### config.mk
export PLATFORM = sky130hd
export DESIGN_NAME = rgb_to_yuv420_pixel_converter_core_flat
export DESIGN_NICKNAME = d
export VERILOG_FILES = /design/src/design/ryuv_pkg.sv /design/src/design/ryuv_pix_if.sv /design/src/design/ryuv_out_if.sv /design/src/design/ryuv_csc.sv /design/src/design/rgb_to_yuv420_pixel_converter_core.sv /design/src/flat_wrapper.sv
export SDC_FILE = /design/constraint.sdc
export NUM_CORES = 1
export LEC_CHECK = 0
export ABC_AREA = 0
export BUFFER_PORTS_ARGS = -buffer_cell sky130_fd_sc_hd__clkbuf_2
export CAP_MARGIN = 15
export CORE_AREA = 10 10 197 217
export CTS_BUF_LIST = sky130_fd_sc_hd__clkbuf_8 sky130_fd_sc_hd__clkbuf_16
export DETAILED_ROUTE_END_ITERATION = 12
export DIE_AREA = 0 0 207 227
export GPL_TIMING_DRIVEN = 0
export PLACE_DENSITY_LB_ADDON = 0.15
export SLEW_MARGIN = 20
export SYNTH_ARGS = -nofsm -noshare
export SYNTH_HDL_FRONTEND = slang
export SYNTH_HIERARCHICAL = 1
export SYNTH_SLANG_ARGS = --single-unit
### constraint.sdc
create_clock -name clk_i -period 8.6 [get_ports clk_i]
set_input_delay 0.86 -clock clk_i [delete_from_list [all_inputs] [get_ports clk_i]]
set_output_delay 0.86 -clock clk_i [all_outputs]
set_load 0.03 [all_outputs]
### src/design/ryuv_pkg.sv
package ryuv_pkg;

  // Register file layout
  localparam int unsigned CfgW    = 13;
  localparam int unsigned CfgIdxW = 1;
  localparam int unsigned CntW    = 12;

  localparam logic [CfgIdxW-1:0] CFG_FRAME_WIDTH  = 1'b0;
  localparam logic [CfgIdxW-1:0] CFG_FRAME_HEIGHT = 1'b1;

  localparam logic [CfgW-1:0] FrameWidthRst  = 13'd640;
  localparam logic [CfgW-1:0] FrameHeightRst = 13'd480;

  // Q16 color conversion coefficients, rounded to nearest
  localparam int AccW = 27;
  localparam logic signed [AccW-1:0] KyR  = 27'sd19595;
  localparam logic signed [AccW-1:0] KyG  = 27'sd38470;
  localparam logic signed [AccW-1:0] KyB  = 27'sd7471;
  localparam logic signed [AccW-1:0] KuR  = -27'sd11076;
  localparam logic signed [AccW-1:0] KuG  = -27'sd21758;
  localparam logic signed [AccW-1:0] KuB  = 27'sd32768;
  localparam logic signed [AccW-1:0] KvR  = 27'sd32768;
  localparam logic signed [AccW-1:0] KvG  = -27'sd27460;
  localparam logic signed [AccW-1:0] KvB  = -27'sd5308;
  localparam logic signed [AccW-1:0] KOff = 27'sd8388608;  // 128 << 16

  typedef struct packed {
    logic [7:0] blue;
    logic [7:0] green;
    logic [7:0] red;
  } rgb_t;

  typedef struct packed {
    logic [7:0] luma;
    logic       chroma_valid;
    logic [7:0] cb;
    logic [7:0] cr;
    logic       end_of_frame;
  } yuv_t;

  // Drop the fraction, clamp to 0..255
  function automatic logic [7:0] clamp_q16(input logic signed [AccW-1:0] acc);
    logic [7:0] res;
    if (acc[AccW-1]) begin
      res = 8'd0;
    end else if (|acc[AccW-2:24]) begin
      res = 8'hFF;
    end else begin
      res = acc[23:16];
    end
    return res;
  endfunction

endpackage

### src/design/ryuv_pix_if.sv
interface ryuv_pix_if;
  logic       valid;
  logic       ready;
  logic [7:0] blue;
  logic [7:0] green;
  logic [7:0] red;

  modport source (output valid, output blue, output green, output red, input ready);
  modport sink   (input valid, input blue, input green, input red, output ready);
endinterface

### src/design/ryuv_out_if.sv
interface ryuv_out_if;
  logic       valid;
  logic       ready;
  logic [7:0] luma;
  logic       chroma_valid;
  logic [7:0] cb;
  logic [7:0] cr;
  logic       end_of_frame;

  modport source (output valid, output luma, output chroma_valid, output cb, output cr,
                  output end_of_frame, input ready);
  modport sink   (input valid, input luma, input chroma_valid, input cb, input cr,
                  input end_of_frame, output ready);
endinterface

### src/design/ryuv_csc.sv
module ryuv_csc
  import ryuv_pkg::*;
(
  input  rgb_t pix_i,
  input  logic chroma_en_i,
  input  logic eof_i,
  output yuv_t yuv_o
);

  logic signed [AccW-1:0] r_s, g_s, b_s;
  logic signed [AccW-1:0] y_acc, u_acc, v_acc;

  assign r_s = $signed({{(AccW-8){1'b0}}, pix_i.red});
  assign g_s = $signed({{(AccW-8){1'b0}}, pix_i.green});
  assign b_s = $signed({{(AccW-8){1'b0}}, pix_i.blue});

  // Constant-coefficient sums, exact in AccW bits
  assign y_acc = KyR * r_s + KyG * g_s + KyB * b_s;
  assign u_acc = KuR * r_s + KuG * g_s + KuB * b_s + KOff;
  assign v_acc = KvR * r_s + KvG * g_s + KvB * b_s + KOff;

  always_comb begin
    yuv_o.luma         = clamp_q16(y_acc);
    yuv_o.chroma_valid = chroma_en_i;
    yuv_o.cb           = chroma_en_i ? clamp_q16(u_acc) : 8'd0;
    yuv_o.cr           = chroma_en_i ? clamp_q16(v_acc) : 8'd0;
    yuv_o.end_of_frame = eof_i;
  end

endmodule

### src/design/rgb_to_yuv420_pixel_converter_core.sv
// RGB to YUV 4:2:0 converter, one pixel per beat in raster order.
// pix_i carries blue, green, red bytes; yuv_o carries one result per pixel:
// luma always, cb/cr with chroma_valid on even column and even row (zero
// otherwise), and end_of_frame on the last pixel of the frame.
// Frame size is set through the write port (index 0 width, index 1 height);
// write it only while the pipe is empty. A value of 0 acts as 1, and values
// above the dimension limit act as the limit.
// Path: a pixel accepted into the input register is converted into the output
// register, from which it is presented on yuv_o.
// Throughput: one pixel per cycle sustained; both stages advance each cycle
// the receiver takes a beat. When the receiver stalls, the output register
// holds its beat and the input stage fills, after which pix_i.ready drops.
// Reset clears the position counters, the stage valids and loads the
// default 640x480 frame size.
module rgb_to_yuv420_pixel_converter_core
  import ryuv_pkg::*;
#(
  parameter int unsigned MAX_DIMENSION = 4096
) (
  input  logic               clk_i,
  input  logic               rst_ni,
  input  logic               cfg_we_i,
  input  logic [CfgIdxW-1:0] cfg_idx_i,
  input  logic [CfgW-1:0]    cfg_data_i,
  ryuv_pix_if.sink           pix_i,
  ryuv_out_if.source         yuv_o
);

  localparam int unsigned CntLimit = 1 << CntW;
  localparam int unsigned DimLimit = (MAX_DIMENSION > CntLimit) ? CntLimit : MAX_DIMENSION;
  localparam logic [CfgW-1:0] DimMax = CfgW'(DimLimit);

  logic [CfgW-1:0] width_q, height_q;
  logic [CntW-1:0] col_q, col_d, row_q, row_d;
  logic [CfgW-1:0] w_eff, h_eff;
  logic            last_col, last_row, chroma_en, eof_now;

  logic s1_v_q;
  rgb_t s1_pix_q;
  logic s1_cv_q, s1_eof_q;
  logic out_v_q;
  yuv_t out_q, csc_res;
  logic s1_en, s2_en, pix_acc;

  // Configuration registers
  always_ff @(posedge clk_i or negedge rst_ni) begin
    if (!rst_ni) begin
      width_q  <= FrameWidthRst;
      height_q <= FrameHeightRst;
    end else if (cfg_we_i) begin
      case (cfg_idx_i)
        CFG_FRAME_WIDTH:  width_q  <= cfg_data_i;
        CFG_FRAME_HEIGHT: height_q <= cfg_data_i;
        default: ;
      endcase
    end
  end

  // Effective frame size
  always_comb begin
    w_eff = (width_q == '0) ? CfgW'(1) : ((width_q > DimMax) ? DimMax : width_q);
    h_eff = (height_q == '0) ? CfgW'(1) : ((height_q > DimMax) ? DimMax : height_q);
  end

  // Position tracking
  assign last_col  = {1'b0, col_q} >= (w_eff - CfgW'(1));
  assign last_row  = {1'b0, row_q} >= (h_eff - CfgW'(1));
  assign chroma_en = !col_q[0] && !row_q[0];
  assign eof_now   = last_col && last_row;

  always_comb begin
    col_d = col_q + CntW'(1);
    row_d = row_q;
    if (last_col) begin
      col_d = '0;
      row_d = last_row ? '0 : row_q + CntW'(1);
    end
  end

  // Handshake
  assign s2_en       = !out_v_q || yuv_o.ready;
  assign s1_en       = !s1_v_q || s2_en;
  assign pix_i.ready = s1_en;
  assign pix_acc     = pix_i.valid && s1_en;

  always_ff @(posedge clk_i or negedge rst_ni) begin
    if (!rst_ni) begin
      col_q <= '0;
      row_q <= '0;
    end else if (pix_acc) begin
      col_q <= col_d;
      row_q <= row_d;
    end
  end

  // Input stage
  always_ff @(posedge clk_i or negedge rst_ni) begin
    if (!rst_ni) begin
      s1_v_q <= 1'b0;
    end else if (s1_en) begin
      s1_v_q <= pix_i.valid;
    end
  end

  always_ff @(posedge clk_i) begin
    if (pix_acc) begin
      s1_pix_q.blue  <= pix_i.blue;
      s1_pix_q.green <= pix_i.green;
      s1_pix_q.red   <= pix_i.red;
      s1_cv_q        <= chroma_en;
      s1_eof_q       <= eof_now;
    end
  end

  ryuv_csc u_csc (
    .pix_i       (s1_pix_q),
    .chroma_en_i (s1_cv_q),
    .eof_i       (s1_eof_q),
    .yuv_o       (csc_res)
  );

  // Output stage
  always_ff @(posedge clk_i or negedge rst_ni) begin
    if (!rst_ni) begin
      out_v_q <= 1'b0;
    end else if (s2_en) begin
      out_v_q <= s1_v_q;
    end
  end

  always_ff @(posedge clk_i) begin
    if (s2_en && s1_v_q) begin
      out_q <= csc_res;
    end
  end

  assign yuv_o.valid        = out_v_q;
  assign yuv_o.luma         = out_q.luma;
  assign yuv_o.chroma_valid = out_q.chroma_valid;
  assign yuv_o.cb           = out_q.cb;
  assign yuv_o.cr           = out_q.cr;
  assign yuv_o.end_of_frame = out_q.end_of_frame;

`ifndef SYNTH
  // Chroma bytes are zero on beats without chroma
  a_chroma_zero: assert property (@(posedge clk_i) disable iff (!rst_ni)
    yuv_o.valid && !yuv_o.chroma_valid |-> yuv_o.cb == 8'd0 && yuv_o.cr == 8'd0)
    else $error("cb/cr nonzero without chroma_valid");

  // Last pixel of a frame returns the position to the origin
  a_eof_wrap: assert property (@(posedge clk_i) disable iff (!rst_ni)
    pix_acc && eof_now |=> col_q == '0 && row_q == '0)
    else $error("position not cleared after end of frame");

  // A stalled output beat keeps the input stage from dropping its pixel
  a_no_overrun: assert property (@(posedge clk_i) disable iff (!rst_ni)
    out_v_q && !yuv_o.ready && s1_v_q |=> s1_v_q && $stable(s1_pix_q))
    else $error("input stage overwritten while output stalled");
`endif

endmodule
### src/flat_wrapper.sv
// flat-port wrapper written by rule: the top's interface ports become plain ports
module rgb_to_yuv420_pixel_converter_core_flat import ryuv_pkg::*;
#(
  parameter int unsigned MAX_DIMENSION = 4096
)
  (clk_i, rst_ni, cfg_we_i, cfg_idx_i, cfg_data_i, pix_i_valid, pix_i_blue, pix_i_green, pix_i_red, pix_i_ready, yuv_o_valid, yuv_o_luma, yuv_o_chroma_valid, yuv_o_cb, yuv_o_cr, yuv_o_end_of_frame, yuv_o_ready);
  ryuv_pix_if pix_i_i ();
  ryuv_out_if yuv_o_i ();
  input  logic clk_i;
  input  logic rst_ni;
  input  logic cfg_we_i;
  input  logic [CfgIdxW-1:0] cfg_idx_i;
  input  logic [CfgW-1:0] cfg_data_i;
  input wire logic [$bits(pix_i_i.valid)-1:0] pix_i_valid;
  input wire logic [$bits(pix_i_i.blue)-1:0] pix_i_blue;
  input wire logic [$bits(pix_i_i.green)-1:0] pix_i_green;
  input wire logic [$bits(pix_i_i.red)-1:0] pix_i_red;
  output wire logic [$bits(pix_i_i.ready)-1:0] pix_i_ready;
  output wire logic [$bits(yuv_o_i.valid)-1:0] yuv_o_valid;
  output wire logic [$bits(yuv_o_i.luma)-1:0] yuv_o_luma;
  output wire logic [$bits(yuv_o_i.chroma_valid)-1:0] yuv_o_chroma_valid;
  output wire logic [$bits(yuv_o_i.cb)-1:0] yuv_o_cb;
  output wire logic [$bits(yuv_o_i.cr)-1:0] yuv_o_cr;
  output wire logic [$bits(yuv_o_i.end_of_frame)-1:0] yuv_o_end_of_frame;
  input wire logic [$bits(yuv_o_i.ready)-1:0] yuv_o_ready;
  assign pix_i_i.valid = pix_i_valid;
  assign pix_i_i.blue = pix_i_blue;
  assign pix_i_i.green = pix_i_green;
  assign pix_i_i.red = pix_i_red;
  assign pix_i_ready = pix_i_i.ready;
  assign yuv_o_valid = yuv_o_i.valid;
  assign yuv_o_luma = yuv_o_i.luma;
  assign yuv_o_chroma_valid = yuv_o_i.chroma_valid;
  assign yuv_o_cb = yuv_o_i.cb;
  assign yuv_o_cr = yuv_o_i.cr;
  assign yuv_o_end_of_frame = yuv_o_i.end_of_frame;
  assign yuv_o_i.ready = yuv_o_ready;
  rgb_to_yuv420_pixel_converter_core #(.MAX_DIMENSION(MAX_DIMENSION)) u_core (.clk_i(clk_i), .rst_ni(rst_ni), .cfg_we_i(cfg_we_i), .cfg_idx_i(cfg_idx_i), .cfg_data_i(cfg_data_i), .pix_i(pix_i_i), .yuv_o(yuv_o_i));
endmodule
## Word level (Yosys, flattened, before mapping)

Index checks and enable logic that the tools add are counted.

- Bits in registers: 104
- Output and inout port bits: 28
- Word-level logic and storage cells: 70

- Add/subtract/negate cells: 12
- $mul: 7
- $lt $le $gt $ge: 4
- Muxes and demuxes: 9
- Bitwise logic cells: 2
- Reduce and logical (&&, ||, !) cells: 20

Operators with widths:

| operator | number |
|---|---|
| $add A27 B25 Y27 const B | 2 |
| $add A24 B25 Y26 | 2 |
| $mux W13 | 4 |
| $mul A15 B8 Y23 const A | 2 |
| $add A26 B23 Y27 | 1 |
| $add A26 B24 Y27 | 1 |
| $add A27 B22 Y27 | 1 |
| $add A27 B25 Y27 | 1 |
| $ge A12 B13 Y1 | 2 |
| $gt A13 B13 Y1 const B | 2 |
| $logic_not A13 Y1 | 2 |
| $sub A13 B1 Y13 const B | 2 |
| $add A12 B1 Y12 const B | 2 |
| $mul A15 B9 Y24 const A | 1 |
| $mux W12 | 2 |
| $mux W8 | 3 |
| $mul A14 B9 Y23 const A | 1 |
| $mul A13 B9 Y22 const A | 1 |
| $mul A12 B9 Y21 const A | 1 |
| $mul A13 B8 Y21 const A | 1 |
| $reduce_or A2 Y1 | 5 |
| $reduce_and A2 Y1 | 3 |
| $logic_and A1 B1 Y1 | 4 |
| $logic_not A1 Y1 | 4 |
| 2 further kinds | 4 |

## Logic depth before layout (Yosys ltp)

- Depth after elaboration: 6
- Depth in mapped cells: 34
- Mapped depth without buffers: 34

## By module

The synthesis kept the hierarchy.

By module, submodules not included:

| module | instances | cells each | area an instance (sq um) | seq. area each (sq um) |
|---|---|---|---|---|
| ryuv_csc | 1 | 1705 | 15695.1 | 0.0 |
| rgb_to_yuv420_pixel_converter_core | 1 | 422 | 5047.3 | 2870.3 |

## Worst setup path before layout

Ideal clock, no wire load.

- Path kind: reg-to-reg
- Start point: register u_core/s1_pix_q[0] (netlist bit)
- End point: register u_core.out_q, in the netlist u_core/yuv_o.cb[1], data pin
- Library setup time: 0.265 ns
- Arrival: 7.488 ns
- Data required time: 8.335 ns
- Slack: 0.847 ns
- Stages on the path, launching flop included: 32
- Buffers on the path: 0
- Path through: edfxtp_1 fa_1 ha_1 ha_1 fa_1 ha_1 fa_1 a21o_1 a21oi_1 o21bai_1 a21oi_1 nor2b_1 o21a_1 nor2_1 xnor2_1 ha_1 o21ai_1 o21bai_1 or3_1 a2bb2oi_2 xor2_1 fa_1 a21o_1 a21oi_1 nor2_1 o21ai_0 nand2_1 or4b_1 a211oi_1 nand4_1 a31oi_4 o22ai_1

- Word-level cells in the longest chain between the ends: 6
- Elaborated cells between the ends (all ways): 7

Ends and longest elaborated chain:

| element | line | source |
|---|---|---|
| start, declared | rgb_to_yuv420_pixel_converter_core.sv:39 | `rgb_t s1_pix_q;` |
| $mul A13 B9 Y22 * | ryuv_csc.sv:19 | `assign u_acc = KuR * r_s + KuG * g_s + KuB * b_s + KOff;` |
| $add A24 B25 Y26 * | ryuv_csc.sv:19 |  |
| $add A26 B24 Y27 * | ryuv_csc.sv:19 |  |
| $add A27 B25 Y27 * | ryuv_csc.sv:19 |  |
| $reduce_or A2 Y1 | ryuv_pkg.sv:46 | `end else if (\|acc[AccW-2:24]) begin` |
| $mux W8 | ryuv_pkg.sv:46 |  |
| end signal, assigned | rgb_to_yuv420_pixel_converter_core.sv:133 | `out_q <= csc_res;` |
| end, declared | rgb_to_yuv420_pixel_converter_core.sv:42 | `yuv_t out_q, csc_res;` |

Mark *: on every way between the ends. The rest lies on a longest branch, timed or not.
A chain may end at the register's enable or synchronous reset.

## Final worst setup path

- Start point: register u_core/s1_pix_q[13] (netlist bit)
- End point: register u_core.out_q, in the netlist u_core/yuv_o.luma[7], data pin

- Word-level cells in the longest chain between the ends: 5

Ends and longest elaborated chain:

| element | line | source |
|---|---|---|
| $mul A15 B8 Y23 * | ryuv_csc.sv:18 | `assign y_acc = KyR * r_s + KyG * g_s + KyB * b_s;` |
| $add A27 B25 Y27 * | ryuv_csc.sv:18 |  |
| $add A27 B22 Y27 * | ryuv_csc.sv:18 |  |
| $reduce_or A2 Y1 | ryuv_pkg.sv:46 |  |
| $mux W8 | ryuv_pkg.sv:46 |  |

Marked as above.

==> key figures <==
Timing
  – Post-route minimum period: 8.15 ns
  – Fmax: ~120 MHz
  – Final setup fails: 0
  – Worst-Margin Slew: 1.02 ns
  – Slew headroom: about 32%
  – Final WS setup: about 0.45 ns
  – Fin Hold WS: about 0.48 ns
  – Fin crit share: about 95%
  – Final Slew Violations: 0
  – Final Skew: around 0.015 ns
  – Fin. Hold Viols: 0

Logic synthesis
  – Yosys top cell area share: between 20% and 30%
  – Net Count, Synth: approximately 2800
  – Number of synthesized flops with an enable pin: 52
  – Register bit total from synthesis: around 100
  – Sequential element share of the synthesized area: between 10% and 20%
  – Yosys Warn Count: 6
  – Area of the mapped netlist: approximately 21000 um^2
  – Async SR Flop Fraction: 50.0%
  – Cells after synthesis: approximately 2100
  – Syn Area/Cell: 9.75 um^2
  – Cell taking the most area after synthesis: ha_1
  – Most used DFF post-synth: edfxtp_1
  – Synth unique cells: 91
  – Ranking of synthesized cells by area: ha_1, fa_1, inv_1, edfxtp_1, dfrtp_1

Die
  – Full die area: around 47000 um^2
  – Die Y-Extent: between 200 and 250 um
  – Die X-Extent: ~210 um
  – I/O pins: a little over 70
  – Row cnt: between 70 and 80
  – Initial Util: between 50% and 60%
  – Core Box Area: 38100 um^2

CTS
  – Hold-fix buffer count after cts: 0
  – Max H-tree Level: 3
  – CTS clock-pin slew for the worst setup and hold paths: around 0.080 ns
  – CTS tree: yes
  – Root Driver: clkbuf_16
  – Clock latency on the worst-skew pair: approximately 0.38 ns
  – Worst-case clock buffer depth: 2
  – CTS buffer count: 9
  – Clock sink total: ~100

Drt
  – ANT nets after route: 0
  – Vias: around 15000
  – Drt wl/cell: between 15 and 20 um
  – Iteration-0 DRC Markers: 686
  – Residual DRC: 0
  – Drt total wl: ~51 mm
  – First drt pass iteration count: 5
  – Via/cell ratio: ~5.5

Job
  – Max_cap viols: 0

Setup path
  – WS Path Type: flop to flop
  – CP peak stage delay: ~0.56 ns
  – WP data required: between 8 and 9 ns
  – Worst endpoint data arrival time: ~8.3 ns
  – CP Launch Type: flop
  – Max stage delay cell, worst path: edfxtp_1
  – Worst r2r src: u_core/s1_pix_q[13]
  – Setup crit end kind: flop
  – Crit path max fanout: 7
  – Crit. Startpoint: u_core/s1_pix_q[13]
  – Most frequent CP cell: fa_1

Hold path
  – HP Start: u_core/s1_v_q
  – Hold/Removal Path Class: flop to flop

Global routing
  – Grt ovf: 0
  – Largest net degree at the start of global routing: 53
  – Number of global-route vias before repair: 15900
  – Global-route wire length before repair: between 80 and 90 mm
  – Initial antenna violation count: 1
  – Total track usage: about 22%

Final layout
  – Commonest non-fill, non-tap cell in the layout: inv_1
  – Layout Area Growth over Synthesis: 7.94%
  – Most frequent cells in the layout: inv_1, ha_1, fa_1
  – Fill cells: 3402
  – Non-filler cells, final: around 2800
  – Nets: 2968
  – Share of layout cells above drive strength 1: 9.72%

Placed design
  – I/O Buffers: 70
  – Post-Place Setup Slack: -0.317 ns
  – DP HPWL: between 40 and 50 mm
  – Placed cells: roughly 2700
  – RD Place Congestion: around 0.9

Outcome
  – Status: finished, final reports clean
==> through the flow <==
| stage | area, um^2 | utilization, % | TNS, ns |
|---|---|---|---|
| after detailed placement | 21700 | 57.1 | -2.03 |
| after floorplan | 20700 | - | 0 |
| final | 22400 | 58.8 | 0 |
| after global routing | 22400 | 58.8 | -0.0291 |
| after CTS | 22200 | 58.3 | 0 |
| after global placement | 21700 | 57.0 | -2.21 |
==> worst max-delay path: cells and delay by family, from the launching register on <==
| kind | cells | cell delay, ns |
|---|---|---|
| AO/OA/AOI/OAI | 9 | 2.43 |
| flip-flops | 1 | 0.56 |
| buffers and inverters | 4 | 0.21 |
| AND/OR/NAND/NOR | 5 | 0.57 |
| adder cells (fa/ha/maj) | 9 | 3.99 |
| XOR/XNOR | 1 | 0.12 |
==> flip-flops by register name, summed over array words and instances (netlist names), 8 cells and up <==
name / cells
u_core/col_q: 12
u_core/height_q: 13
u_core/s1_pix_q: 24
u_core/yuv_o.cb: 8
u_core/row_q: 12
u_core/yuv_o.luma: 8
u_core/yuv_o.cr: 8
u_core/width_q: 13
==> final timing paths <==
path	slack, ns	cells past startpoint	end
worst min-delay path	0.48	1	u_core/yuv_o.valid
worst min register to register	0.48	1	u_core/yuv_o.valid
worst max-delay path	0.45	28	u_core/yuv_o.luma[7]
min in group asynchronous	0.56	1	u_core/width_q[1]
worst max register to register	0.45	28	u_core/yuv_o.luma[7]
max in group asynchronous	7.56	1	u_core/col_q[0]
==> final cells by class <==
cell class / instances / area (um^2) / share of cell area, %
multi-input cells: 1549 / 16100 / 72.0
flip-flops and latches: 104 / 2870 / 12.8
inverters: 461 / 1730 / 7.73
repair buffers: 111 / 673 / 3.01
well taps: 500 / 626 / 2.79
clock buffers: 9 / 225 / 1.01
clock inverters: 7 / 85.1 / 0.380
plain buffers: 13 / 66.3 / 0.296
diodes: 1 / 2.50 / 0.0112
==> synth_stat cells (35+ instances only) <==
master and count:
nand2_1 71, a21oi_1 80, xnor2_1 73, o21ai_0 69, inv_1 460, nor2_1 82
ha_1 425, fa_1 251, a21o_1 35, edfxtp_1 52, dfrtp_1 46, xor2_1 39
==> timing repair <==
item / 4_1_cts / 5_1_grt
setup endpoints to repair: 9 / 16
gates resized for setup: 0 / 10
hold endpoints to repair: 0 / 0
gates cloned: 0 / 0
pin swaps: 0 / 3
setup buffers: 20 / 20
==> metal layers <==
metal	routed length (um)	GRT usage [%]
met4	1360	7.33
met5	0	0
met3	2320	3.91
met1	21700	26.5
met2	26000	40.1
==> kinds of logic (layout without fill, tap and decap cells) <==
logic type	Yosys count	count (layout)	share of synthesized area [%]
adder cells (fa/ha/maj)	676	676	49.9
buffers and inverters	474	601	8.66
AND/OR/NAND/NOR	372	372	9.46
AO/OA/AOI/OAI	359	359	11.8
XOR/XNOR	112	112	4.73
flip-flops	104	104	13.8
multiplexers	30	30	1.61
other	0	1	0
Power is left out: the tool's default activity adds up to more than one toggle a clock period on the data nets, which glitch-free logic cannot reach.
